<file path="src/hw/rtl/afs_pkg.sv">
// Package for the animation frame sequencer: widths, operation and mode codes,
// controller states and the command/status bundles between controller and datapath.
// No dependencies.
`timescale 1ns / 1ps

package afs_pkg;

	// Table and field sizes
	localparam int MOTIONS    = 16;
	localparam int SEL_W      = 4;
	localparam int MAX_FRAMES = 1024;
	localparam int FRAME_W    = 11;
	localparam int MODE_W     = 4;
	localparam int OP_W       = 3;
	localparam int FREQ_W     = 12;
	localparam int COUNT_W    = 5;
	localparam int CFG_IDX_W  = 1;
	localparam int CFG_DATA_W = 5;
	localparam int MCNT_W     = 4;

	// Remainder unit runs one bit of the dividend per cycle
	localparam logic [MCNT_W-1:0] MOD_LAST = MCNT_W'(FRAME_W - 1);

	localparam logic [FRAME_W-1:0] FRAME_MAX = FRAME_W'(MAX_FRAMES);
	localparam logic signed [FREQ_W-1:0] FREQ_KEEP = -12'sd1;

	// Configuration register indexes
	localparam logic [CFG_IDX_W-1:0] REG_RUN_ENABLE   = 1'd0;
	localparam logic [CFG_IDX_W-1:0] REG_MOTION_COUNT = 1'd1;

	// Play modes
	localparam logic [MODE_W-1:0] MODE_STOP        = 4'd0;
	localparam logic [MODE_W-1:0] MODE_ONCE        = 4'd1;
	localparam logic [MODE_W-1:0] MODE_LOOP        = 4'd2;
	localparam logic [MODE_W-1:0] MODE_REV_ONCE    = 4'd3;
	localparam logic [MODE_W-1:0] MODE_REV_LOOP    = 4'd4;
	localparam logic [MODE_W-1:0] MODE_SL_ONCE     = 4'd5;
	localparam logic [MODE_W-1:0] MODE_SL_LOOP     = 4'd6;
	localparam logic [MODE_W-1:0] MODE_SL_REV_ONCE = 4'd7;
	localparam logic [MODE_W-1:0] MODE_SL_REV_LOOP = 4'd8;
	localparam logic [MODE_W-1:0] MODE_SEAMLESS_OFS = 4'd4;

	typedef enum logic [OP_W-1:0] {
		OP_TICK   = 3'd0,
		OP_CHANGE = 3'd1,
		OP_PLAY   = 3'd2,
		OP_STOP   = 3'd3,
		OP_LOAD   = 3'd4
	} op_t;

	typedef enum logic [2:0] {
		S_IDLE,
		S_RD_A,
		S_EXEC,
		S_MOD,
		S_RD_B,
		S_FIX,
		S_RD_C,
		S_FIN
	} state_t;

	typedef struct packed {
		logic capture;
		logic rd_en;
		logic rd_first;
		logic exec;
		logic mod_step;
		logic fix_last;
		logic fin_load;
	} cmd_t;

	typedef struct packed {
		logic mod_go;
		logic fix_go;
		logic mod_last;
	} sts_t;

endpackage

</file>
<file path="src/hw/rtl/afs_if.sv">
// Channel interfaces of the animation frame sequencer: command words in,
// result words out and configuration writes. Depends on afs_pkg.
`timescale 1ns / 1ps

interface afs_item_if;
	logic                                 valid;
	logic                                 ready;
	logic [afs_pkg::OP_W-1:0]             op;
	logic [afs_pkg::SEL_W-1:0]            motion_sel;
	logic [afs_pkg::MODE_W-1:0]           mode_req;
	logic signed [afs_pkg::FREQ_W-1:0]    frame_req;
	logic [afs_pkg::FRAME_W-1:0]          length_in;

	modport source (output valid, op, motion_sel, mode_req, frame_req, length_in,
		input ready);
	modport sink (input valid, op, motion_sel, mode_req, frame_req, length_in,
		output ready);
endinterface

interface afs_result_if;
	logic                             valid;
	logic                             ready;
	logic [afs_pkg::FRAME_W-1:0]      frame_now;
	logic [afs_pkg::SEL_W-1:0]        motion_now;
	logic [afs_pkg::MODE_W-1:0]       mode_now;
	logic                             accepted;
	logic                             playing;

	modport source (output valid, frame_now, motion_now, mode_now, accepted, playing,
		input ready);
	modport sink (input valid, frame_now, motion_now, mode_now, accepted, playing,
		output ready);
endinterface

interface afs_cfg_if;
	logic                                valid;
	logic                                ready;
	logic [afs_pkg::CFG_IDX_W-1:0]       index;
	logic [afs_pkg::CFG_DATA_W-1:0]      data;

	modport source (output valid, index, data, input ready);
	modport sink (input valid, index, data, output ready);
endinterface

</file>
<file path="src/hw/rtl/afs_ram.sv">
// Generic single-write, single-read RAM with registered read data.
// No dependencies.
`timescale 1ns / 1ps

module afs_ram #(
	parameter int WIDTH = 8,
	parameter int DEPTH = 16
) (
	input  logic                     clk,
	input  logic                     we,
	input  logic [$clog2(DEPTH)-1:0] waddr,
	input  logic [WIDTH-1:0]         wdata,
	input  logic                     re,
	input  logic [$clog2(DEPTH)-1:0] raddr,
	output logic [WIDTH-1:0]         rdata
);

	logic [WIDTH-1:0] mem_q [DEPTH];

	// Write port
	always_ff @(posedge clk) begin
		if (we) begin
			mem_q[waddr] <= wdata;
		end
	end

	// Registered read, held while re is low
	always_ff @(posedge clk) begin
		if (re) begin
			rdata <= mem_q[raddr];
		end
	end

endmodule

</file>
<file path="src/hw/rtl/afs_ctrl.sv">
// Controller of the animation frame sequencer: state machine that steps each
// command word through table reads, update, remainder and result. Depends on afs_pkg.
`timescale 1ns / 1ps

module afs_ctrl (
	input  logic          clk,
	input  logic          arst_n,
	input  logic          in_valid,
	output logic          in_ready,
	output logic          out_valid,
	input  logic          out_ready,
	input  afs_pkg::sts_t sts,
	output afs_pkg::cmd_t cmd
);

	afs_pkg::state_t state_q, state_d;
	logic out_valid_q;
	logic fin_ok;

	assign fin_ok    = !out_valid_q || out_ready;
	assign out_valid = out_valid_q;
	assign in_ready  = (state_q == afs_pkg::S_IDLE);

	// Next state
	always_comb begin
		state_d = state_q;
		case (state_q)
			afs_pkg::S_IDLE: begin
				if (in_valid) begin
					state_d = afs_pkg::S_RD_A;
				end
			end
			afs_pkg::S_RD_A: state_d = afs_pkg::S_EXEC;
			afs_pkg::S_EXEC: begin
				if (sts.mod_go) begin
					state_d = afs_pkg::S_MOD;
				end else if (sts.fix_go) begin
					state_d = afs_pkg::S_RD_B;
				end else begin
					state_d = afs_pkg::S_RD_C;
				end
			end
			afs_pkg::S_MOD: begin
				if (sts.mod_last) begin
					state_d = afs_pkg::S_RD_C;
				end
			end
			afs_pkg::S_RD_B: state_d = afs_pkg::S_FIX;
			afs_pkg::S_FIX:  state_d = afs_pkg::S_RD_C;
			afs_pkg::S_RD_C: state_d = afs_pkg::S_FIN;
			afs_pkg::S_FIN: begin
				if (fin_ok) begin
					state_d = afs_pkg::S_IDLE;
				end
			end
			default: state_d = afs_pkg::S_IDLE;
		endcase
	end

	// Commands to the datapath
	always_comb begin
		cmd = '0;
		case (state_q)
			afs_pkg::S_IDLE: cmd.capture = in_valid;
			afs_pkg::S_RD_A: begin
				cmd.rd_en    = 1'b1;
				cmd.rd_first = 1'b1;
			end
			afs_pkg::S_EXEC: cmd.exec     = 1'b1;
			afs_pkg::S_MOD:  cmd.mod_step = 1'b1;
			afs_pkg::S_RD_B: cmd.rd_en    = 1'b1;
			afs_pkg::S_FIX:  cmd.fix_last = 1'b1;
			afs_pkg::S_RD_C: cmd.rd_en    = 1'b1;
			afs_pkg::S_FIN:  cmd.fin_load = fin_ok;
			default: cmd = '0;
		endcase
	end

	// State register and result word valid
	always_ff @(posedge clk or negedge arst_n) begin
		if (!arst_n) begin
			state_q     <= afs_pkg::S_IDLE;
			out_valid_q <= 1'b0;
		end else begin
			state_q <= state_d;
			if (cmd.fin_load) begin
				out_valid_q <= 1'b1;
			end else if (out_ready) begin
				out_valid_q <= 1'b0;
			end
		end
	end

endmodule

</file>
<file path="src/hw/rtl/afs_dp.sv">
// Datapath of the animation frame sequencer: play state, configuration registers,
// frame length table, bit-serial remainder unit and result register.
// Depends on afs_pkg and afs_ram.
`timescale 1ns / 1ps

module afs_dp (
	input  logic                               clk,
	input  logic                               arst_n,
	input  afs_pkg::cmd_t                      cmd,
	output afs_pkg::sts_t                      sts,
	// configuration writes
	input  logic                               cfg_we,
	input  logic [afs_pkg::CFG_IDX_W-1:0]      cfg_index,
	input  logic [afs_pkg::CFG_DATA_W-1:0]     cfg_data,
	// command word
	input  logic [afs_pkg::OP_W-1:0]           op,
	input  logic [afs_pkg::SEL_W-1:0]          motion_sel,
	input  logic [afs_pkg::MODE_W-1:0]         mode_req,
	input  logic signed [afs_pkg::FREQ_W-1:0]  frame_req,
	input  logic [afs_pkg::FRAME_W-1:0]        length_in,
	// result word
	output logic [afs_pkg::FRAME_W-1:0]        frame_now,
	output logic [afs_pkg::SEL_W-1:0]          motion_now,
	output logic [afs_pkg::MODE_W-1:0]         mode_now,
	output logic                               accepted,
	output logic                               playing
);

	localparam int FW = afs_pkg::FRAME_W;

	// Play state and configuration
	logic [FW-1:0]                      frame_q;
	logic [afs_pkg::SEL_W-1:0]          cur_q, que_q;
	logic [afs_pkg::MODE_W-1:0]         mode_q;
	logic                               run_en_q;
	logic [afs_pkg::COUNT_W-1:0]        mcount_q;

	// Captured command word
	logic [afs_pkg::OP_W-1:0]           op_q;
	logic [afs_pkg::SEL_W-1:0]          sel_q;
	logic [afs_pkg::MODE_W-1:0]         mreq_q;
	logic signed [afs_pkg::FREQ_W-1:0]  freq_q;
	logic [FW-1:0]                      lin_q;
	logic                               acc_q;

	// Remainder unit
	logic [FW-1:0]                      rem_q, num_q, den_q;
	logic [afs_pkg::MCNT_W-1:0]         mcnt_q;
	logic [FW:0]                        rem_sh;
	logic [FW-1:0]                      rem_nx;

	// Table port
	logic                               tbl_we;
	logic [FW-1:0]                      tbl_wdata;
	logic [afs_pkg::SEL_W-1:0]          tbl_raddr;
	logic [FW-1:0]                      n;

	// Update terms
	logic [FW-1:0]                      last;
	logic [FW:0]                        f1;
	logic [FW-1:0]                      once_f, dec_f, div_num;
	logic                               tick_act, loop_mode, rev_sl_mode;
	logic                               chg_rej, play_ok;
	logic [afs_pkg::MODE_W-1:0]         mode_eff;
	logic [FW-1:0]                      stop_f;

	afs_ram #(
		.WIDTH (FW),
		.DEPTH (afs_pkg::MOTIONS)
	) u_len_tbl (
		.clk   (clk),
		.we    (tbl_we),
		.waddr (sel_q),
		.wdata (tbl_wdata),
		.re    (cmd.rd_en),
		.raddr (tbl_raddr),
		.rdata (n)
	);

	// Table addressing: a change looks up the named motion, all else the current one
	assign tbl_raddr = (cmd.rd_first && op_q == afs_pkg::OP_CHANGE) ? sel_q : cur_q;
	assign tbl_we    = cmd.exec && op_q == afs_pkg::OP_LOAD;
	assign tbl_wdata = (lin_q > afs_pkg::FRAME_MAX) ? afs_pkg::FRAME_MAX : lin_q;

	// Frame stepping
	assign last    = (n == '0) ? '0 : n - FW'(1);
	assign f1      = {1'b0, frame_q} + (FW+1)'(1);
	assign once_f  = (f1 < {1'b0, last}) ? f1[FW-1:0] : last;
	assign dec_f   = (frame_q == '0) ? '0 : frame_q - FW'(1);
	assign div_num = (mode_q == afs_pkg::MODE_LOOP) ? f1[FW-1:0] : frame_q + (n - FW'(1));

	assign tick_act    = op_q == afs_pkg::OP_TICK && run_en_q;
	assign loop_mode   = mode_q == afs_pkg::MODE_LOOP || mode_q == afs_pkg::MODE_REV_LOOP;
	assign rev_sl_mode = mode_q == afs_pkg::MODE_SL_REV_ONCE
		|| mode_q == afs_pkg::MODE_SL_REV_LOOP;

	assign sts.mod_go   = tick_act && loop_mode && n != '0;
	assign sts.fix_go   = tick_act && rev_sl_mode && dec_f == '0;
	assign sts.mod_last = mcnt_q == afs_pkg::MOD_LAST;

	// Change and play checks
	assign chg_rej  = mreq_q > afs_pkg::MODE_SL_REV_LOOP || {1'b0, sel_q} >= mcount_q;
	assign mode_eff = (cur_q == sel_q && mreq_q >= afs_pkg::MODE_SL_ONCE)
		? mreq_q - afs_pkg::MODE_SEAMLESS_OFS : mreq_q;
	assign play_ok  = freq_q >= afs_pkg::FREQ_KEEP && freq_q <= $signed({1'b0, n});

	// Saturate the stop frame
	always_comb begin
		if (freq_q < 0) begin
			stop_f = '0;
		end else if (freq_q > $signed({1'b0, afs_pkg::FRAME_MAX})) begin
			stop_f = afs_pkg::FRAME_MAX;
		end else begin
			stop_f = freq_q[FW-1:0];
		end
	end

	// Restoring remainder step
	assign rem_sh = {rem_q, num_q[FW-1]};
	assign rem_nx = (rem_sh >= {1'b0, den_q}) ? FW'(rem_sh - {1'b0, den_q}) : rem_sh[FW-1:0];

	// Configuration registers
	always_ff @(posedge clk or negedge arst_n) begin
		if (!arst_n) begin
			run_en_q <= 1'b0;
			mcount_q <= '0;
		end else if (cfg_we) begin
			case (cfg_index)
				afs_pkg::REG_RUN_ENABLE:   run_en_q <= cfg_data[0];
				afs_pkg::REG_MOTION_COUNT: mcount_q <= cfg_data;
				default: ;
			endcase
		end
	end

	// Capture the command word
	always_ff @(posedge clk) begin
		if (cmd.capture) begin
			op_q   <= op;
			sel_q  <= motion_sel;
			mreq_q <= mode_req;
			freq_q <= frame_req;
			lin_q  <= length_in;
		end
	end

	// Accepted flag
	always_ff @(posedge clk) begin
		if (cmd.exec) begin
			acc_q <= (op_q == afs_pkg::OP_CHANGE && !chg_rej)
				|| (op_q == afs_pkg::OP_PLAY && play_ok);
		end
	end

	// Remainder unit: load, then shift in one dividend bit per cycle
	always_ff @(posedge clk) begin
		if (cmd.exec && sts.mod_go) begin
			rem_q  <= '0;
			num_q  <= div_num;
			den_q  <= n;
			mcnt_q <= '0;
		end else if (cmd.mod_step) begin
			rem_q  <= rem_nx;
			num_q  <= {num_q[FW-2:0], 1'b0};
			mcnt_q <= mcnt_q + afs_pkg::MCNT_W'(1);
		end
	end

	// Play state update
	always_ff @(posedge clk or negedge arst_n) begin
		if (!arst_n) begin
			frame_q <= '0;
			cur_q   <= '0;
			que_q   <= '0;
			mode_q  <= afs_pkg::MODE_ONCE;
		end else if (cmd.exec) begin
			case (afs_pkg::op_t'(op_q))
				afs_pkg::OP_TICK: begin
					if (run_en_q) begin
						case (mode_q)
							afs_pkg::MODE_ONCE:     frame_q <= once_f;
							afs_pkg::MODE_REV_ONCE: frame_q <= dec_f;
							afs_pkg::MODE_LOOP, afs_pkg::MODE_REV_LOOP: begin
								// nonzero length goes through the remainder unit
								if (n == '0) begin
									frame_q <= '0;
								end
							end
							afs_pkg::MODE_SL_ONCE, afs_pkg::MODE_SL_LOOP: begin
								if (once_f == last) begin
									cur_q   <= que_q;
									mode_q  <= mode_q - afs_pkg::MODE_SEAMLESS_OFS;
									frame_q <= '0;
								end else begin
									frame_q <= once_f;
								end
							end
							afs_pkg::MODE_SL_REV_ONCE, afs_pkg::MODE_SL_REV_LOOP: begin
								// on wrap the frame is set from the new motion's length
								if (dec_f == '0) begin
									cur_q  <= que_q;
									mode_q <= mode_q - afs_pkg::MODE_SEAMLESS_OFS;
								end else begin
									frame_q <= dec_f;
								end
							end
							default: ;
						endcase
					end
				end
				afs_pkg::OP_CHANGE: begin
					if (!chg_rej) begin
						mode_q <= mode_eff;
						case (mode_eff)
							afs_pkg::MODE_STOP: cur_q <= sel_q;
							afs_pkg::MODE_ONCE, afs_pkg::MODE_LOOP: begin
								cur_q   <= sel_q;
								frame_q <= '0;
							end
							afs_pkg::MODE_REV_ONCE, afs_pkg::MODE_REV_LOOP: begin
								cur_q   <= sel_q;
								frame_q <= last;
							end
							default: que_q <= sel_q;
						endcase
					end
				end
				afs_pkg::OP_PLAY: begin
					if (play_ok && freq_q != afs_pkg::FREQ_KEEP) begin
						frame_q <= freq_q[FW-1:0];
					end
				end
				afs_pkg::OP_STOP: begin
					if (freq_q != afs_pkg::FREQ_KEEP) begin
						frame_q <= stop_f;
					end
					mode_q <= afs_pkg::MODE_STOP;
				end
				default: ;
			endcase
		end else if (cmd.mod_step && sts.mod_last) begin
			frame_q <= rem_nx;
		end else if (cmd.fix_last) begin
			frame_q <= last;
		end
	end

	// Result register
	always_ff @(posedge clk) begin
		if (cmd.fin_load) begin
			frame_now  <= frame_q;
			motion_now <= cur_q;
			mode_now   <= mode_q;
			accepted   <= acc_q;
			playing    <= frame_q != '0 && frame_q != n;
		end
	end

endmodule

</file>
<file path="src/hw/rtl/animation_frame_sequencer.sv">
// Top level of the animation frame sequencer: joins controller and datapath
// to the channel interfaces. Depends on afs_pkg, afs_if, afs_ctrl and afs_dp.
//
//   channel  dir  flow          word
//   item     in   valid/ready   op, motion_sel, mode_req, frame_req, length_in
//   result   out  valid/ready   frame_now, motion_now, mode_now, accepted, playing
//   cfg      in   valid/ready   index, data (ready always high)
//
// One command word at a time, through read, update, read and result states; a
// tick in a loop mode adds the bit-serial remainder (one bit per cycle) and a tick
// ending a seamless reverse mode a read and a fix; a read state per lookup.
// The result register lets a new word in while the previous result waits.
// Reset clears play state and configuration; the length table is not cleared.
`timescale 1ns / 1ps

module animation_frame_sequencer (
	input  logic clk,
	input  logic arst_n,
	afs_item_if.sink     item,
	afs_result_if.source result,
	afs_cfg_if.sink      cfg
);

	afs_pkg::cmd_t cmd;
	afs_pkg::sts_t sts;

	// Configuration writes are always taken
	assign cfg.ready = 1'b1;

	afs_ctrl u_ctrl (
		.clk       (clk),
		.arst_n    (arst_n),
		.in_valid  (item.valid),
		.in_ready  (item.ready),
		.out_valid (result.valid),
		.out_ready (result.ready),
		.sts       (sts),
		.cmd       (cmd)
	);

	afs_dp u_dp (
		.clk        (clk),
		.arst_n     (arst_n),
		.cmd        (cmd),
		.sts        (sts),
		.cfg_we     (cfg.valid),
		.cfg_index  (cfg.index),
		.cfg_data   (cfg.data),
		.op         (item.op),
		.motion_sel (item.motion_sel),
		.mode_req   (item.mode_req),
		.frame_req  (item.frame_req),
		.length_in  (item.length_in),
		.frame_now  (result.frame_now),
		.motion_now (result.motion_now),
		.mode_now   (result.mode_now),
		.accepted   (result.accepted),
		.playing    (result.playing)
	);

endmodule

</file>
<file path="src/flat_wrapper.sv">
// flat-port wrapper written by rule: the top's interface ports become plain ports
module animation_frame_sequencer_flat 
  (clk, arst_n, item_valid, item_op, item_motion_sel, item_mode_req, item_frame_req, item_length_in, item_ready, result_valid, result_frame_now, result_motion_now, result_mode_now, result_accepted, result_playing, result_ready, cfg_valid, cfg_index, cfg_data, cfg_ready);
  afs_item_if item_i ();
  afs_result_if result_i ();
  afs_cfg_if cfg_i ();
  input  logic clk;
  input  logic arst_n;
  input wire logic [$bits(item_i.valid)-1:0] item_valid;
  input wire logic [$bits(item_i.op)-1:0] item_op;
  input wire logic [$bits(item_i.motion_sel)-1:0] item_motion_sel;
  input wire logic [$bits(item_i.mode_req)-1:0] item_mode_req;
  input wire logic [$bits(item_i.frame_req)-1:0] item_frame_req;
  input wire logic [$bits(item_i.length_in)-1:0] item_length_in;
  output wire logic [$bits(item_i.ready)-1:0] item_ready;
  output wire logic [$bits(result_i.valid)-1:0] result_valid;
  output wire logic [$bits(result_i.frame_now)-1:0] result_frame_now;
  output wire logic [$bits(result_i.motion_now)-1:0] result_motion_now;
  output wire logic [$bits(result_i.mode_now)-1:0] result_mode_now;
  output wire logic [$bits(result_i.accepted)-1:0] result_accepted;
  output wire logic [$bits(result_i.playing)-1:0] result_playing;
  input wire logic [$bits(result_i.ready)-1:0] result_ready;
  input wire logic [$bits(cfg_i.valid)-1:0] cfg_valid;
  input wire logic [$bits(cfg_i.index)-1:0] cfg_index;
  input wire logic [$bits(cfg_i.data)-1:0] cfg_data;
  output wire logic [$bits(cfg_i.ready)-1:0] cfg_ready;
  assign item_i.valid = item_valid;
  assign item_i.op = item_op;
  assign item_i.motion_sel = item_motion_sel;
  assign item_i.mode_req = item_mode_req;
  assign item_i.frame_req = item_frame_req;
  assign item_i.length_in = item_length_in;
  assign item_ready = item_i.ready;
  assign result_valid = result_i.valid;
  assign result_frame_now = result_i.frame_now;
  assign result_motion_now = result_i.motion_now;
  assign result_mode_now = result_i.mode_now;
  assign result_accepted = result_i.accepted;
  assign result_playing = result_i.playing;
  assign result_i.ready = result_ready;
  assign cfg_i.valid = cfg_valid;
  assign cfg_i.index = cfg_index;
  assign cfg_i.data = cfg_data;
  assign cfg_ready = cfg_i.ready;
  animation_frame_sequencer u_core (.clk(clk), .arst_n(arst_n), .item(item_i), .result(result_i), .cfg(cfg_i));
endmodule
</file>
<file path="config.mk">
export PLATFORM = sky130hd
export DESIGN_NAME = animation_frame_sequencer_flat
export DESIGN_NICKNAME = d
export VERILOG_FILES = /design/src/hw/rtl/afs_pkg.sv /design/src/hw/rtl/afs_if.sv /design/src/hw/rtl/afs_ram.sv /design/src/hw/rtl/afs_ctrl.sv /design/src/hw/rtl/afs_dp.sv /design/src/hw/rtl/animation_frame_sequencer.sv /design/src/flat_wrapper.sv
export SDC_FILE = /design/constraint.sdc
export NUM_CORES = 1
export LEC_CHECK = 0
export BUFFER_PORTS_ARGS = -buffer_cell sky130_fd_sc_hd__buf_2
export CORE_MARGIN = 8
export CORE_UTILIZATION = 53
export DETAILED_ROUTE_END_ITERATION = 16
export HOLD_SLACK_MARGIN = 0.15
export PLACE_DENSITY = 0.68
export SLEW_MARGIN = 20
export SYNTH_ARGS = -nofsm -noshare
export SYNTH_HDL_FRONTEND = slang
export SYNTH_HIERARCHICAL = 1
export SYNTH_SLANG_ARGS = --single-unit
</file>
<file path="constraint.sdc">
create_clock -name clk -period 13.2 [get_ports clk]
set_clock_uncertainty 0.15 [all_clocks]
set_input_delay 2.64 -clock clk [delete_from_list [all_inputs] [get_ports clk]]
set_output_delay 2.64 -clock clk [all_outputs]
set_load 0.01 [all_outputs]
</file>
==> results of run 1 <==
## critical path: cells and delay by family (launching register included)
kind / cells / cell delay, ps
simple gates: 7 / 1890
buf+inv: 2 / 310
flops: 1 / 630
fa+ha+maj: 2 / 600
compound gates: 5 / 1570
## cell type report
cell class	instances	share of cell area [%]
clock inverters	15	1.00
inverters	51	1.09
multi-input cells	822	35.5
repair buffers	86	2.72
clock buffers	46	5.32
flip-flops and latches	313	51.6
well taps	390	2.77
## sequential cells by signal, summed over array words and instances, names as in the netlist, 4 cells and up
signal and flops:
u_core/u_dp/que_q 4, u_core/u_dp/frame_now 11, u_core/u_dp/mreq_q 4, u_core/u_dp/mode_q 4
u_core/u_dp/motion_now 4, u_core/u_dp/freq_q 12, u_core/u_dp/cur_q 4, u_core/u_dp/u_len_tbl/rdata 11
u_core/u_dp/mode_now 4, u_core/u_dp/num_q 11, u_core/u_dp/sel_q 4, u_core/u_dp/mcount_q 5
u_core/u_dp/lin_q 11, u_core/u_dp/u_len_tbl/mem_q 176, u_core/u_dp/rem_q 11, u_core/u_dp/den_q 11
u_core/u_dp/mcnt_q 4, u_core/u_dp/frame_q 11
## synth_stat cells, types with 9 or more instances
master | n | area (um^2)
sky130_fd_sc_hd__nor2_1 | 91 | 342
sky130_fd_sc_hd__clkbuf_1 | 40 | 150
sky130_fd_sc_hd__a211oi_1 | 16 | 120
sky130_fd_sc_hd__o21ai_0 | 50 | 250
sky130_fd_sc_hd__ha_1 | 56 | 701
sky130_fd_sc_hd__nor3_1 | 32 | 160
sky130_fd_sc_hd__inv_1 | 49 | 184
sky130_fd_sc_hd__mux4_1 | 16 | 420
sky130_fd_sc_hd__mux4_2 | 28 | 631
sky130_fd_sc_hd__nand4_1 | 12 | 75.1
sky130_fd_sc_hd__and3_1 | 9 | 56.3
sky130_fd_sc_hd__a21oi_1 | 61 | 305
sky130_fd_sc_hd__nor2b_1 | 22 | 138
sky130_fd_sc_hd__xnor2_1 | 48 | 420
sky130_fd_sc_hd__xor2_1 | 22 | 193
sky130_fd_sc_hd__dfrtp_1 | 32 | 801
sky130_fd_sc_hd__a21o_1 | 17 | 128
sky130_fd_sc_hd__nand3_1 | 23 | 115
sky130_fd_sc_hd__dfxtp_1 | 15 | 300
sky130_fd_sc_hd__nand2_1 | 116 | 435
sky130_fd_sc_hd__mux2i_1 | 15 | 150
sky130_fd_sc_hd__a31oi_1 | 23 | 144
sky130_fd_sc_hd__edfxtp_1 | 265 | 7960
sky130_fd_sc_hd__a22oi_1 | 22 | 165
sky130_fd_sc_hd__nand2b_1 | 13 | 81.3
sky130_fd_sc_hd__buf_2 | 10 | 50.1
sky130_fd_sc_hd__mux2_2 | 17 | 191
## logic make-up (layout without fill, tap and decap cells)
kind of cell / after synthesis / after routing / synth area share, %
other: 1 / 1 / 0.0238
XOR/XNOR: 70 / 70 / 3.88
AND/OR/NAND/NOR: 369 / 369 / 11.5
multiplexers: 78 / 78 / 9.04
AO/OA/AOI/OAI: 246 / 246 / 10.1
buffers and inverters: 114 / 198 / 3.19
flip-flops: 313 / 313 / 57.6
adder cells (fa/ha/maj): 58 / 58 / 4.69
## through the flow
stage | instance area, um^2 | power (mW)
6_report | 17600 | 3.99
5_1_grt | 17600 | 4.23
4_1_cts | 17600 | 4.00
3_5_place_dp | 16500 | 3.05
3_3_place_gp | 16500 | 3.04
2_1_floorplan | 15800 | 2.62
## per-layer routing
layer  vias to the layer above  part of all wire [%]  GRT usage [%]
li1                       4852                     -              -
met1                      4977                    43           27.2
met2                       351                    47           33.5
met3                        86                   6.1           3.51
met4                         0                   3.6           8.69
met5                         -                     0              0
## power breakdown
group / internal (mW) / switching, mW
logic: 0.650 / 0.944
clock network: 0.549 / 0.391
registers: 1.24 / 0.208
## path summary, 6_finish.rpt
path                                                           from                                  end  cells after the start
max in group asynchronous                                    arst_n   u_core/u_dp/frame_q[0]$_DFFE_PN0P_                      1
setup / recovery           u_core/u_dp/u_len_tbl/rdata[0]$_DFFE_PP_   u_core/u_dp/frame_q[9]$_DFFE_PN0P_                     16
hold reg to reg                         u_core/u_dp/acc_q$_DFFE_PP_       u_core/u_dp/accepted$_DFFE_PP_                      0
min in group asynchronous                                    arst_n  u_core/u_dp/mcount_q[0]$_DFFE_PN0P_                      1
setup reg to reg           u_core/u_dp/u_len_tbl/rdata[0]$_DFFE_PP_   u_core/u_dp/frame_q[9]$_DFFE_PN0P_                     16
hold / removal                          u_core/u_dp/acc_q$_DFFE_PP_       u_core/u_dp/accepted$_DFFE_PP_                      0
==> out/metrics.yaml, run 1 <==
critical_path:
  cp_startpoint_kind: "register"
  critical-path-max-stage-delay_ps: 790
  critical_path.slowest_cell: "sky130_fd_sc_hd__or3b_2"
  critical_path_class: "register to register"
  end_kind: "register"
  timing.critical_path.cells: "inv_1 -> ha_1 -> nor3b_1 -> buf_4 -> nand2_1 -> nor3_1 -> a21oi_1 -> ha_1 -> nand3_1 -> nor3_1 -> o21ai_0 -> nand3b_1 -> or3b_2 -> o21ai_2 -> o2111ai_1 -> a41oi_1"
  timing.critical_path.fanout_max: 22
  crit_required_ps: 13490
  worstPathArrival_ps: 5540
  r2r_setup_slack_ps: 7960
layout:
  final_common_cell: "sky130_fd_sc_hd__edfxtp_1"
  drive_above_1_share_pct: 16.5
  footprint_of_the_multi_input_gates_um2: 6250
  layout.cells.non_filler: 1723
  finish.utilization_pct: 59.7
  nets: 1412
  final_cell_mix: "265 x sky130_fd_sc_hd__edfxtp_1, 116 x sky130_fd_sc_hd__nand2_1, 84 x sky130_fd_sc_hd__nor2_1"
  area_delta_synth_final_pct: 11.5
  register_area_um2: 9080
  antennaDiodeCount: 0
  filler_cell_count: 2339
sta:
  final.hold.worst_slack_ps: 281
  finalCriticalPeriod_ps: 5240
  tightestPinTransition_ps: 1070
  finalSetupTns_ps: 0
  slew_headroom_pct: 28.7
  rsz0062_at_grt: "false"
  hold_viol: 0
  max_freq_mhz: 191
  post-route-worst-setup-slack_ps: 7960
  timing.final.crit_share_pct: 39.7
  drv_slew: 0
  finalSetupViolCount: 0
routing:
  vias: 10300
  drt-total-wl_mm: 36.9
  drt-initial-drc-count: 806
  drtAntennaViolNets: 0
  drt-vias-per-instance: 5.96
  post-route-drc-count: 0
  drt_pass1_iterations: 6
  routedWlPerCell_um: 21.4
synth:
  synthesis.instances: 1249
  synth_warnings: 6
  synthesis.area_um2: 15800
  dominantRegCellSynth: "sky130_fd_sc_hd__edfxtp_1"
  synth-seq-cells: 313
  synth.yosys.seq_area_share_pct: 57.6
  synth-async-reset-ratio_pct: 10.5
  synth_area_per_cell_um2: 12.6
  syn_nets: 1352
  yosys_cell_types: 80
  synth_edf_count: 265
clock_tree:
  post_cts_resize_count: 0
  cts_made_buffers: 35
  cts_hold_buffers: 0
  tritoncts: "yes"
  cts_max_level: 2
  later_pin_clock_latency_in_the_skew_report_ps: 530
  clkTransAtPathRegs_ps: 60
  clk_root_buffer_cell: "sky130_fd_sc_hd__clkbuf_16"
  worst_case_clock_buffer_depth: 3
  tritoncts_num_sinks: 313
  cts_setup_buffers: 0
placement:
  buffer_ports.inserted: 67
  dp_hpwl_mm: 25.8
  pre_cts_ws_ps: 8130
  dp_cells: 1662
  gp_congestion: 0.952
floorplan:
  coreArea_um2: 29500
  start_util_pct: 53.5
  row_count: 63
  pin_count: 69
  die_height_um: 189
  die_w_um: 189
  total_die_area_um2: 35600
power:
  p_leak_nw: 6.41
  power.density_nw_per_um2: 226
  vdd_drop_max_mv: 0.133
global_routing:
  grt_start_max_net_pins: 48
  vias_in_the_first_global_route: 10200
  grt.total_usage_pct: 20.7
  total_global_routing_overflow: 0
  grt_pass1_wl_mm: 58.0
  antenna_found_initial: 0
min_path:
  hold_path_class: "register to register"
run_status:
  outcome: "finished, final reports clean"
job:
  maxCapViolations: 0
No activity file was read; power rests on OpenSTA's default activity.
==> inputs of run 2 (changes only) <==
PLACE_DENSITY = 0.71   (was 0.68)
clock period = 4.5 ns   (was 13.2 ns; I/O delays follow)
==> run 2 against run 1 <==
Sequential cell count did not move; critical path depth fell by 3; via count rose by 4.1%; worst setup slack got worse by 7600 ps; global-route usage rose by 0.63 points.
==> out/metrics.yaml, run 2 (synthesized netlist as in run 1, its figures left out) <==
global_routing:
  grt_pass1_wl_mm: 59.9
  antenna_found_initial: 0
  grt_start_max_net_pins: 35
  total_global_routing_overflow: 0
  vias_in_the_first_global_route: 10500
  grt.total_usage_pct: 21.3
routing:
  drt_pass1_iterations: 8
  drt-initial-drc-count: 856
  drtAntennaViolNets: 0
  vias: 10700
  post-route-drc-count: 0
  routedWlPerCell_um: 21.9
  drt-total-wl_mm: 38.6
  drt-vias-per-instance: 6.05
sta:
  finalSetupViolCount: 0
  rsz0062_at_grt: "false"
  hold_viol: 0
  slew_headroom_pct: 25.5
  finalSetupTns_ps: 0
  finalCriticalPeriod_ps: 4170
  tightestPinTransition_ps: 1110
  drv_slew: 0
  max_freq_mhz: 240
  timing.final.crit_share_pct: 92.7
placement:
  dp_cells: 1702
  dp_hpwl_mm: 26.9
  buffer_ports.inserted: 67
  gp_congestion: 0.912
critical_path:
  critical_path.most_common_cell: "sky130_fd_sc_hd__ha_1"
  critical_path.slowest_cell: "sky130_fd_sc_hd__dfrtp_1"
  worstPathArrival_ps: 4430
  cell_class_contributing_the_biggest_share_of_worst_path_delay: "simple AND/OR/NAND/NOR gates"
  crit_required_ps: 4760
  timing.critical_path.fanout_max: 12
  end_kind: "register"
  timing.critical_path.cells: "ha_1 -> and4_1 -> nand4_1 -> xor2_1 -> inv_1 -> ha_1 -> a21oi_1 -> o21ai_0 -> nand3b_1 -> or3b_2 -> o211a_1 -> o21ai_2 -> mux2_2"
  cp_startpoint_kind: "register"
  cp.buffers_inverters: 1
  critical_path_class: "register to register"
  critical-path-max-stage-delay_ps: 630
clock_tree:
  cts_max_level: 2
  worst_case_clock_buffer_depth: 3
  cts_made_buffers: 35
  tritoncts: "yes"
  tritoncts_num_sinks: 313
  clk_root_buffer_cell: "sky130_fd_sc_hd__clkbuf_16"
  cts_setup_buffers: 0
  later_pin_clock_latency_in_the_skew_report_ps: 540
  clkTransAtPathRegs_ps: 60
layout:
  area_delta_synth_final_pct: 13.6
  finish.utilization_pct: 60.8
  final_common_cell: "sky130_fd_sc_hd__edfxtp_1"
  nets: 1452
  largest_registers: "u_core/u_dp/u_len_tbl/mem_q (176), u_core/u_dp/freq_q (12)"
  layout.cells.non_filler: 1765
  antennaDiodeCount: 0
  regMostFlops: "u_core/u_dp/u_len_tbl/mem_q"
  final_cell_mix: "265 x sky130_fd_sc_hd__edfxtp_1, 116 x sky130_fd_sc_hd__nand2_1, 89 x sky130_fd_sc_hd__nor2_1"
  drive_above_1_share_pct: 18.2
  largest_reg_flops: 176
floorplan:
  row_count: 63
  total_die_area_um2: 35600
  pin_count: 69
  coreArea_um2: 29500
  die_w_um: 189
  start_util_pct: 53.5
  die_height_um: 189
power:
  power_frac_comb_pct: 42.8
  netSwitchingFraction_pct: 38.7
  seq_power_share_pct: 34.0
  power.density_nw_per_um2: 672
  p_switching_mw: 4.66
  p_leak_nw: 6.62
  vdd_drop_max_mv: 0.382
  power.clock.fraction_pct: 23.2
  internal_power_mw: 7.39
job:
  maxCapViolations: 0
min_path:
  hold_path_class: "register to register"
run_status:
  outcome: "finished, final reports clean"
run 2: final timing paths:
check	start	slack, ps	cells past startpoint	endpoint
worst min-delay path	u_core/u_dp/acc_q$_DFFE_PP_	270	0	u_core/u_dp/accepted$_DFFE_PP_
worst max register to register	u_core/u_dp/frame_q[0]$_DFFE_PN0P_	330	13	u_core/u_dp/cur_q[0]$_DFFE_PN0P_
worst min register to register	u_core/u_dp/acc_q$_DFFE_PP_	270	0	u_core/u_dp/accepted$_DFFE_PP_
worst max-delay path	u_core/u_dp/frame_q[0]$_DFFE_PN0P_	330	13	u_core/u_dp/cur_q[0]$_DFFE_PN0P_
max in group asynchronous	arst_n	3360	1	u_core/u_dp/frame_q[9]$_DFFE_PN0P_
min in group asynchronous	arst_n	320	1	u_core/u_dp/mode_q[3]$_DFFE_PN0P_
run 2: layout make-up:
class,instances,area (um^2)
Tap cell,390,488
Clock buffer,41,898
Inverter,51,191
Timing Repair Buffer,126,791
Sequential cell,313,9080
Fill cell,2312,11600
Multi-Input combinational cell,822,6230
Clock inverter,22,238
run 2: power groups by stage:
| stage | combinational (mW) | clock, mW | sequential (mW) |
|---|---|---|---|
| global route | 5.64 | 2.95 | 4.15 |
| detailed placement | 5.05 | 0 | 4.15 |
| finish | 5.16 | 2.79 | 4.10 |
| CTS | 5.09 | 2.84 | 4.10 |
| global placement | 4.98 | 0 | 4.14 |
| floorplan | 3.73 | 0 | 3.95 |
run 2: metal layers:
layer | global-route usage, % | part of all wire (%) | vias up
met5 | 0 | 0 | -
met4 | 8.09 | 3.3 | 0
met3 | 3.83 | 7.1 | 98
met2 | 34.9 | 48 | 447
met1 | 27.9 | 42 | 5228
li1 | - | - | 4913
run 2: timing repair:
item	CTS	global route
hold buffers	0	0
endpoints found under the setup margin	0	4
resized for setup	0	1
endpoints found under the hold margin	0	0
run 2: metrics by stage:
| step | area (um^2) | worst slack (ps) | hold slack, ps | power, mW |
|---|---|---|---|---|
| final | 17900 | 328 | 275 | 12.1 |
| after global routing | 17900 | 18.2 | 281 | 12.8 |
| after CTS | 17900 | 315 | 275 | 12.0 |
| after detailed placement | 16800 | 309 | 262 | 9.20 |
| after global placement | 16800 | 446 | 264 | 9.12 |
| after floorplan | 15800 | 333 | 250 | 7.67 |
